File: src/rtl/core/scc_pkg.sv
// Shared types and constants for the Schur coloring checker.
package scc_pkg;

   localparam int NUMBER_W  = 9;
   localparam int COLOR_W   = 4;
   localparam int WITNESS_W = 8;
   localparam int FIRST_Z   = 3;

   localparam logic [1:0] ACT_WRITE  = 2'd0;
   localparam logic [1:0] ACT_TEST   = 2'd1;
   localparam logic [1:0] ACT_PREFIX = 2'd2;

   typedef struct packed {
      logic [1:0]          action;
      logic [NUMBER_W-1:0] number;
      logic [COLOR_W-1:0]  candidate_color;
   } req_type;

   typedef struct packed {
      logic                 sum_free;
      logic [WITNESS_W-1:0] witness_x;
   } rsp_type;

   typedef enum logic [2:0] {
      ST_IDLE,
      ST_DECODE,
      ST_ZREAD,
      ST_ZLOAD,
      ST_WALK,
      ST_FINISH
   } state_type;

   typedef struct packed {
      logic latch_req;
      logic mem_write;
      logic init_test;
      logic init_prefix;
      logic zread;
      logic zload;
      logic walk;
      logic next_z;
      logic load_rsp;
   } cmd_type;

   typedef struct packed {
      logic [1:0] action;
      logic       test_ok;
      logic       write_ok;
      logic       prefix_short;
      logic       hit;
      logic       walk_done;
      logic       last_z;
      logic       out_free;
   } status_type;

endpackage

File: src/rtl/core/scc_datapath.sv
// Color memory, pair walk counters, compare stage and result register.
module scc_datapath #(
   parameter int MAX_NUMBER = 256,
   parameter int NUM_COLORS = 16
) (
   input  logic                 clock,
   input  logic                 reset,
   input  scc_pkg::req_type     req_data,
   input  scc_pkg::cmd_type     cmd,
   output scc_pkg::status_type  status,
   input  logic                 rsp_stall,
   output logic                 rsp_valid,
   output scc_pkg::rsp_type     rsp_data
);

   localparam int AW  = $clog2(MAX_NUMBER);
   localparam int ZW0 = $clog2(MAX_NUMBER + 1);
   localparam int ZW  = (ZW0 > scc_pkg::NUMBER_W) ? ZW0 : scc_pkg::NUMBER_W;

   logic [scc_pkg::COLOR_W-1:0] color_mem [MAX_NUMBER];

   scc_pkg::req_type            req_ff, req_in;
   logic [ZW-1:0]               z_ff, z_in;
   logic [ZW-1:0]               x_ff, x_in;
   logic [ZW-1:0]               x_pipe_ff, x_pipe_in;
   logic                        pipe_ff, pipe_in;
   logic [ZW-1:0]               last_ff, last_in;
   logic [scc_pkg::COLOR_W-1:0] zc_ff, zc_in;
   logic [ZW-1:0]               witness_ff, witness_in;
   logic [scc_pkg::COLOR_W-1:0] rd_a_ff, rd_b_ff;
   logic                        rsp_valid_ff, rsp_valid_in;
   scc_pkg::rsp_type            rsp_data_ff, rsp_data_in;

   logic [ZW-1:0] number_ext;
   logic [ZW-1:0] number_m1;
   logic [ZW-1:0] last_calc;
   logic [ZW-1:0] half;
   logic [ZW-1:0] y_m1;
   logic [ZW-1:0] x_m1;
   logic [ZW-1:0] z_m1;
   logic [AW-1:0] addr_a;
   logic [AW-1:0] addr_b;
   logic [AW-1:0] addr_w;
   logic          issue;
   logic          hit;

   assign number_ext = ZW'(req_ff.number);
   assign number_m1  = (number_ext == '0) ? '0 : number_ext - ZW'(1);
   assign last_calc  = (number_m1 > ZW'(MAX_NUMBER)) ? ZW'(MAX_NUMBER) : number_m1;
   assign half       = z_ff >> 1;
   assign x_m1       = x_ff - ZW'(1);
   assign y_m1       = z_ff - x_ff - ZW'(1);
   assign z_m1       = z_ff - ZW'(1);
   assign addr_a     = cmd.zread ? z_m1[AW-1:0] : x_m1[AW-1:0];
   assign addr_b     = y_m1[AW-1:0];
   assign addr_w     = number_m1[AW-1:0];

   assign issue = cmd.walk && (x_ff <= half);
   assign hit   = pipe_ff && (rd_a_ff == zc_ff) && (rd_b_ff == zc_ff);

   always_comb begin
      status.action       = req_ff.action;
      status.test_ok      = (number_ext != '0) && (number_ext <= ZW'(MAX_NUMBER));
      status.write_ok     = status.test_ok
                            && (9'(req_ff.candidate_color) < 9'(NUM_COLORS));
      status.prefix_short = last_calc < ZW'(scc_pkg::FIRST_Z);
      status.hit          = hit;
      status.walk_done    = (x_ff > half) && !hit;
      status.last_z       = z_ff == last_ff;
      status.out_free     = !rsp_valid_ff || !rsp_stall;
   end

   always_comb begin
      req_in       = req_ff;
      z_in         = z_ff;
      x_in         = x_ff;
      last_in      = last_ff;
      zc_in        = zc_ff;
      witness_in   = witness_ff;
      pipe_in      = issue;
      x_pipe_in    = x_ff;
      rsp_data_in  = rsp_data_ff;
      rsp_valid_in = rsp_valid_ff && rsp_stall;
      if (cmd.latch_req) begin
         req_in     = req_data;
         witness_in = '0;
      end
      if (cmd.init_test) begin
         z_in  = number_ext;
         zc_in = req_ff.candidate_color;
         x_in  = ZW'(1);
      end
      if (cmd.init_prefix) begin
         z_in    = ZW'(scc_pkg::FIRST_Z);
         last_in = last_calc;
      end
      if (cmd.zload) begin
         zc_in = rd_a_ff;
         x_in  = ZW'(1);
      end
      if (cmd.next_z) begin
         z_in = z_ff + ZW'(1);
      end
      if (issue) begin
         x_in = x_ff + ZW'(1);
      end
      if (hit) begin
         witness_in = x_pipe_ff;
      end
      if (cmd.load_rsp) begin
         rsp_valid_in          = 1'b1;
         rsp_data_in.sum_free  = witness_ff == '0;
         rsp_data_in.witness_x = witness_ff[scc_pkg::WITNESS_W-1:0];
      end
   end

   always_ff @(posedge clock) begin
      if (cmd.mem_write) begin
         color_mem[addr_w] <= req_ff.candidate_color;
      end
      rd_a_ff <= color_mem[addr_a];
      rd_b_ff <= color_mem[addr_b];
   end

   always_ff @(posedge clock) begin
      req_ff      <= req_in;
      z_ff        <= z_in;
      x_ff        <= x_in;
      x_pipe_ff   <= x_pipe_in;
      last_ff     <= last_in;
      zc_ff       <= zc_in;
      witness_ff  <= witness_in;
      rsp_data_ff <= rsp_data_in;
   end

   always_ff @(posedge clock) begin
      if (reset) begin
         pipe_ff      <= 1'b0;
         rsp_valid_ff <= 1'b0;
      end else begin
         pipe_ff      <= pipe_in;
         rsp_valid_ff <= rsp_valid_in;
      end
   end

   assign rsp_valid = rsp_valid_ff;
   assign rsp_data  = rsp_data_ff;

endmodule

File: src/rtl/core/scc_controller.sv
// Sequencer for write, candidate test and prefix check items.
module scc_controller (
   input  logic                 clock,
   input  logic                 reset,
   input  logic                 req_valid,
   output logic                 req_stall,
   input  scc_pkg::status_type  status,
   output scc_pkg::cmd_type     cmd
);

   scc_pkg::state_type state_ff, state_in;

   always_ff @(posedge clock) begin
      if (reset) begin
         state_ff <= scc_pkg::ST_IDLE;
      end else begin
         state_ff <= state_in;
      end
   end

   always_comb begin
      state_in  = state_ff;
      cmd       = '0;
      req_stall = state_ff != scc_pkg::ST_IDLE;
      unique case (state_ff)
         scc_pkg::ST_IDLE: begin
            if (req_valid) begin
               cmd.latch_req = 1'b1;
               state_in      = scc_pkg::ST_DECODE;
            end
         end
         scc_pkg::ST_DECODE: begin
            state_in = scc_pkg::ST_FINISH;
            priority if (status.action == scc_pkg::ACT_WRITE) begin
               cmd.mem_write = status.write_ok;
            end else if (status.action == scc_pkg::ACT_TEST) begin
               if (status.test_ok) begin
                  cmd.init_test = 1'b1;
                  state_in      = scc_pkg::ST_WALK;
               end
            end else if (status.action == scc_pkg::ACT_PREFIX) begin
               if (!status.prefix_short) begin
                  cmd.init_prefix = 1'b1;
                  state_in        = scc_pkg::ST_ZREAD;
               end
            end else begin
               // unused action code: plain pass result
               state_in = scc_pkg::ST_FINISH;
            end
         end
         scc_pkg::ST_ZREAD: begin
            cmd.zread = 1'b1;
            state_in  = scc_pkg::ST_ZLOAD;
         end
         scc_pkg::ST_ZLOAD: begin
            cmd.zload = 1'b1;
            state_in  = scc_pkg::ST_WALK;
         end
         scc_pkg::ST_WALK: begin
            cmd.walk = !status.hit;
            priority if (status.hit) begin
               state_in = scc_pkg::ST_FINISH;
            end else if (status.walk_done) begin
               if (status.action == scc_pkg::ACT_PREFIX && !status.last_z) begin
                  cmd.next_z = 1'b1;
                  state_in   = scc_pkg::ST_ZREAD;
               end else begin
                  state_in = scc_pkg::ST_FINISH;
               end
            end else begin
               state_in = scc_pkg::ST_WALK;
            end
         end
         scc_pkg::ST_FINISH: begin
            // wait for room in the result register
            if (status.out_free) begin
               cmd.load_rsp = 1'b1;
               state_in     = scc_pkg::ST_IDLE;
            end
         end
         default: begin
            state_in = scc_pkg::ST_IDLE;
         end
      endcase
   end

endmodule

File: src/rtl/core/schur_coloring_checker_unit.sv
// A write stores one color; a test of number z reads one color memory pair per
// cycle for x = 1..floor(z/2); a prefix check walks each z = 3..end-1 in turn,
// stopping at the first failing z. Items are handled one at a time; the next
// item is taken once the result is in the output register. Reset clears control
// state only; the color memory is not cleared and holds undefined colors until
// written.
module schur_coloring_checker_unit #(
   parameter int MAX_NUMBER = 256,
   parameter int NUM_COLORS = 16
) (
   input  logic              clock,
   input  logic              reset,
   input  logic              req_valid,
   output logic              req_stall,
   input  scc_pkg::req_type  req_data,
   output logic              rsp_valid,
   input  logic              rsp_stall,
   output scc_pkg::rsp_type  rsp_data
);

   scc_pkg::cmd_type    cmd;
   scc_pkg::status_type status;

   scc_controller u_ctrl (
      .clock     (clock),
      .reset     (reset),
      .req_valid (req_valid),
      .req_stall (req_stall),
      .status    (status),
      .cmd       (cmd)
   );

   scc_datapath #(
      .MAX_NUMBER (MAX_NUMBER),
      .NUM_COLORS (NUM_COLORS)
   ) u_dp (
      .clock     (clock),
      .reset     (reset),
      .req_data  (req_data),
      .cmd       (cmd),
      .status    (status),
      .rsp_stall (rsp_stall),
      .rsp_valid (rsp_valid),
      .rsp_data  (rsp_data)
   );

endmodule
File: config.mk
export PLATFORM = sky130hd
export DESIGN_NAME = schur_coloring_checker_unit
export DESIGN_NICKNAME = d
export VERILOG_FILES = /design/src/rtl/core/scc_pkg.sv /design/src/rtl/core/scc_datapath.sv /design/src/rtl/core/scc_controller.sv /design/src/rtl/core/schur_coloring_checker_unit.sv
export SDC_FILE = /design/constraint.sdc
export NUM_CORES = 2
export LEC_CHECK = 0
export BUFFER_PORTS_ARGS = -buffer_cell sky130_fd_sc_hd__clkbuf_2
export CAP_MARGIN = 20
export CORE_MARGIN = 2
export CORE_UTILIZATION = 55
export CTS_BUF_LIST = sky130_fd_sc_hd__clkbuf_8 sky130_fd_sc_hd__clkbuf_16
export CTS_CLUSTER_SIZE = 40
export DETAILED_ROUTE_END_ITERATION = 10
export HOLD_SLACK_MARGIN = 0.03
export PLACE_DENSITY = 0.72
export RECOVER_POWER = 25
export REMOVE_ABC_BUFFERS = 1
export SETUP_SLACK_MARGIN = 0.1
export SLEW_MARGIN = 20
export SYNTH_ARGS = -nofsm -noshare
export SYNTH_HDL_FRONTEND = slang
export SYNTH_SLANG_ARGS = --single-unit
File: constraint.sdc
create_clock -name clock -period 4.1 [get_ports clock]
set_input_delay 0.41 -clock clock [delete_from_list [all_inputs] [get_ports clock]]
set_output_delay 0.41 -clock clock [all_outputs]
set_load 0.005 [all_outputs]
==> out/metrics.cfg <==
[detailed_routing]
drt-initial-drc-count = 5676
ant_nets = 0
wl_per_cell_um = 34.6
drt_wl_total_um = 159000
route.vias.total = 33200
drtPass1Iterations = 8
drc = 0
routed_via_density = 7.26

[sta]
max_freq_ghz = 0.250
setup_viol = 0
fin_skew_ns = 0.0202
tightest_slew_ns = 3.34
tns_ns = 0
post-route-period-util = 0.978
rsz0062_at_grt = yes
relSlewSlack = -1.23
hold_violations = 0
min_period_ns = 4.01
setup_ws_ns = 0.0920
drv_slew = 760

[synthesis]
synth_compound_area_frac = 0.0316
yosysUniqueCellTypes = 70
synth_mux_area_frac = 0.240
synth_area_per_cell_um2 = 17.1
synth_flop_cell = edfxtp_1
synth_fa_ha_area_frac = 0.00512
synth-xor-area-share = 0.00731
synth_seq_cells = 1110
async_flop_share = 0
ys_seq_area_frac = 0.628
syn_inst = 3084
ys_warn_count = 0
syn-cell-area_um2 = 52700
synth_enable_flop_cells = 1088
synth_top_family_by_area = multiplexers
synthSimpleGateAreaFrac = 0.0676

[setup_path]
critPathMaxFanout = 16
worstSetupPathType = flip-flop to flip-flop
cp_top_family = multiplexers
startpoint_type = flip-flop
path_cells = inv_1 > ha_4 > inv_1 > fa_4 > buf_6 > buf_6 > mux4_2 > mux4_2 > mux4_2 > mux2i_2 > mux2i_1
crit_buf_inv = 4
rr_startpoint = u_dp.x_ff[0]$_SDFFCE_PN1P_
crit_path_start = u_dp.x_ff[0]$_SDFFCE_PN1P_
arrival_ns = 4.54
cp_slowest_cell = fa_4
reg2reg_to = u_dp.rd_b_ff[1]$_DFF_P_
r2r_slack_ns = 0.09
end_kind = flip-flop
crit_path_frequent_cell = mux4_2
slowest_delay_ns = 0.86
reg2reg_depth = 11
worstPathRequired_ns = 4.63
crit_cells = 11
crit_end = u_dp.rd_b_ff[1]$_DFF_P_

[power]
comb_power_share = 0.327
sequentialPowerShare = 0.380
powerDensity_nw_per_um2 = 589
p_switching_w = 0.0112
p_leak_nw = 19.0
max-vdd-ir-drop_v = 0.000336
clockPowerShare = 0.293
internal_power_w = 0.0240
totalPowerFinal_w = 0.0352
switching_share = 0.318

[status]
status = finished with violations
violations = max-capacitance violations, max-slew violations

[global_route]
grt_pass1_wl_um = 229000
grt_pass1_vias = 32200
groute.usage.overall = 0.323
antenna_found_initial = 3
grt_overflow = 0
grt_max_degree = 166

[floorplanning]
die_width_um = 314
die_area_um2 = 98400
core-area_um2 = 95000
ios = 30
die_h_um = 314
rows = 113
start_util = 0.555

[layout]
drive_gt1_frac = 0.301
area_growth_pct = 13.3
final_cell_count_no_fill = 4581
multi_input_area_um2 = 18800
num_antenna_cells = 0
final_cell_mix = edfxtp_1, mux4_2, nor2_1
finalNetCount = 3269
regArea_um2 = 33100
final_common_cell = edfxtp_1
fill_cells = 6553

[clock_tree]
cts.htree.levels = 3
clockRootBuffer = clkbuf_16
cts_sinks = 1110
clk_transition_reported_paths_ns = 0.07
clk_path_buf_depth = 3
cts_inserted_buffers = 111
cts_tree = done
clock_latency_ns = 0.70

[placement]
placed_cells = 4359
port_buffers = 29
place_congestion = 0.957
place_ws_ns = -0.166
dp_hpwl_um = 104000

[hold_path]
holdCritPathClass = input pin to flip-flop

[flow_run]
maxCapViolCount = 6

how the worst min path moves through the flow:
stage / startpoint / to / slack (ns) / cells past startpoint
final: req_valid / u_ctrl.state_ff[0]$_SDFFE_PP0P_ / 0.34 / 5
after global routing: req_valid / u_ctrl.state_ff[0]$_SDFFE_PP0P_ / 0.36 / 5
after CTS: req_valid / u_ctrl.state_ff[0]$_SDFFE_PP0P_ / 0.29 / 5
after detailed placement: u_dp.witness_ff[5]$_SDFFCE_PN0P_ / u_dp.rsp_data[5]$_DFFE_PP_ / 0.45 / 0
after global placement: u_dp.witness_ff[2]$_SDFFCE_PN0P_ / u_dp.rsp_data[2]$_DFFE_PP_ / 0.44 / 0
after floorplan: u_dp.x_ff[8]$_SDFFCE_PN0P_ / u_dp.x_pipe_ff[8]$_DFF_P_ / 0.42 / 0
per-layer routing:
layer  part of all wire  vias to the layer above  global-route usage
li1                   -                    12900                   -
met1               0.36                    16900               0.459
met2               0.45                     2988               0.481
met3               0.14                      416              0.0831
met4              0.047                        2               0.135
met5           0.000082                        -                   0
tightest hold or removal path, stage by stage:
cell	delay [ns]
clkbuf_2	0.10
nor3_1	0.17
o32ai_1	0.11
nor2_1	0.10
a21oi_1	0.08
stage by stage:
step	hold WS (ns)	cell area, um^2	util
after floorplan	0.421	51800	-
after CTS	0.293	59700	0.629
final	0.338	59800	0.629
after global placement	0.436	55800	0.587
after global routing	0.361	59800	0.629
after detailed placement	0.446	55800	0.587
flip-flops by register name (all words and copies together), names as in the netlist:
register,count
u_ctrl.state_ff,3
u_dp.color_mem,1024
u_dp.last_ff,9
u_dp.number_ext,9
u_dp.pipe_ff,1
u_dp.rd_a_ff,4
u_dp.rd_b_ff,4
u_dp.req_ff,4
u_dp.rsp_data,9
u_dp.rsp_valid,1
u_dp.status,2
u_dp.witness_ff,9
u_dp.x_ff,9
u_dp.x_pipe_ff,9
u_dp.z_ff,9
u_dp.zc_ff,4
repair_timing:
item / CTS / global route
setup endpoints to repair: 5 / 112
pin swaps: 1 / 0
gates resized for setup: 10 / 35
gates cloned: 2 / 2
setup buffers: 0 / 1
hold buffers: 17 / 0
endpoints found under the hold margin: 20 / 0
layout make-up:
| cell class | count | area share |
|---|---|---|
| timing repair inverter | 1 | 0.000146 |
| clock inverter | 89 | 0.0148 |
| tap | 1265 | 0.0265 |
| sequential | 1110 | 0.554 |
| inverter | 31 | 0.00234 |
| multi-input combinational | 1719 | 0.314 |
| timing repair buffer | 255 | 0.0415 |
| clock buffer | 111 | 0.0465 |
power by group through the flow:
stage | Combinational, W | Sequential (W) | Clock (W)
global placement | 0.0109 | 0.0135 | 0
global route | 0.0118 | 0.0134 | 0.0108
floorplan | 0.00790 | 0.0139 | 0
CTS | 0.0112 | 0.0133 | 0.0104
finish | 0.0115 | 0.0134 | 0.0103
detailed placement | 0.0110 | 0.0135 | 0
synthesized netlist by cell type, drive strengths merged, types with 22 or more instances:
master,number,area [um^2]
mux2i,44,444
xnor2,32,280
o211ai,22,165
nor2,352,1330
dfxtp,22,440
o21ai,23,115
nand4,28,175
a21oi,28,140
mux4,540,12200
a22oi,61,458
nand2,276,1040
buf,77,407
edfxtp,1088,32700
clkbuf,147,552
nand3,74,370
inv,31,116
cell families (layout without fill, tap and decap cells):
family,Yosys count,after routing
DFF,1110,1110
and+or+nand+nor,829,829
muxes,590,590
xor gates and xnor gates,44,44
AOI/OAI and AO/OA,235,235
buffers and inverters,255,487
adders and majority gates,21,21
No activity file was read; power rests on OpenSTA's default activity.
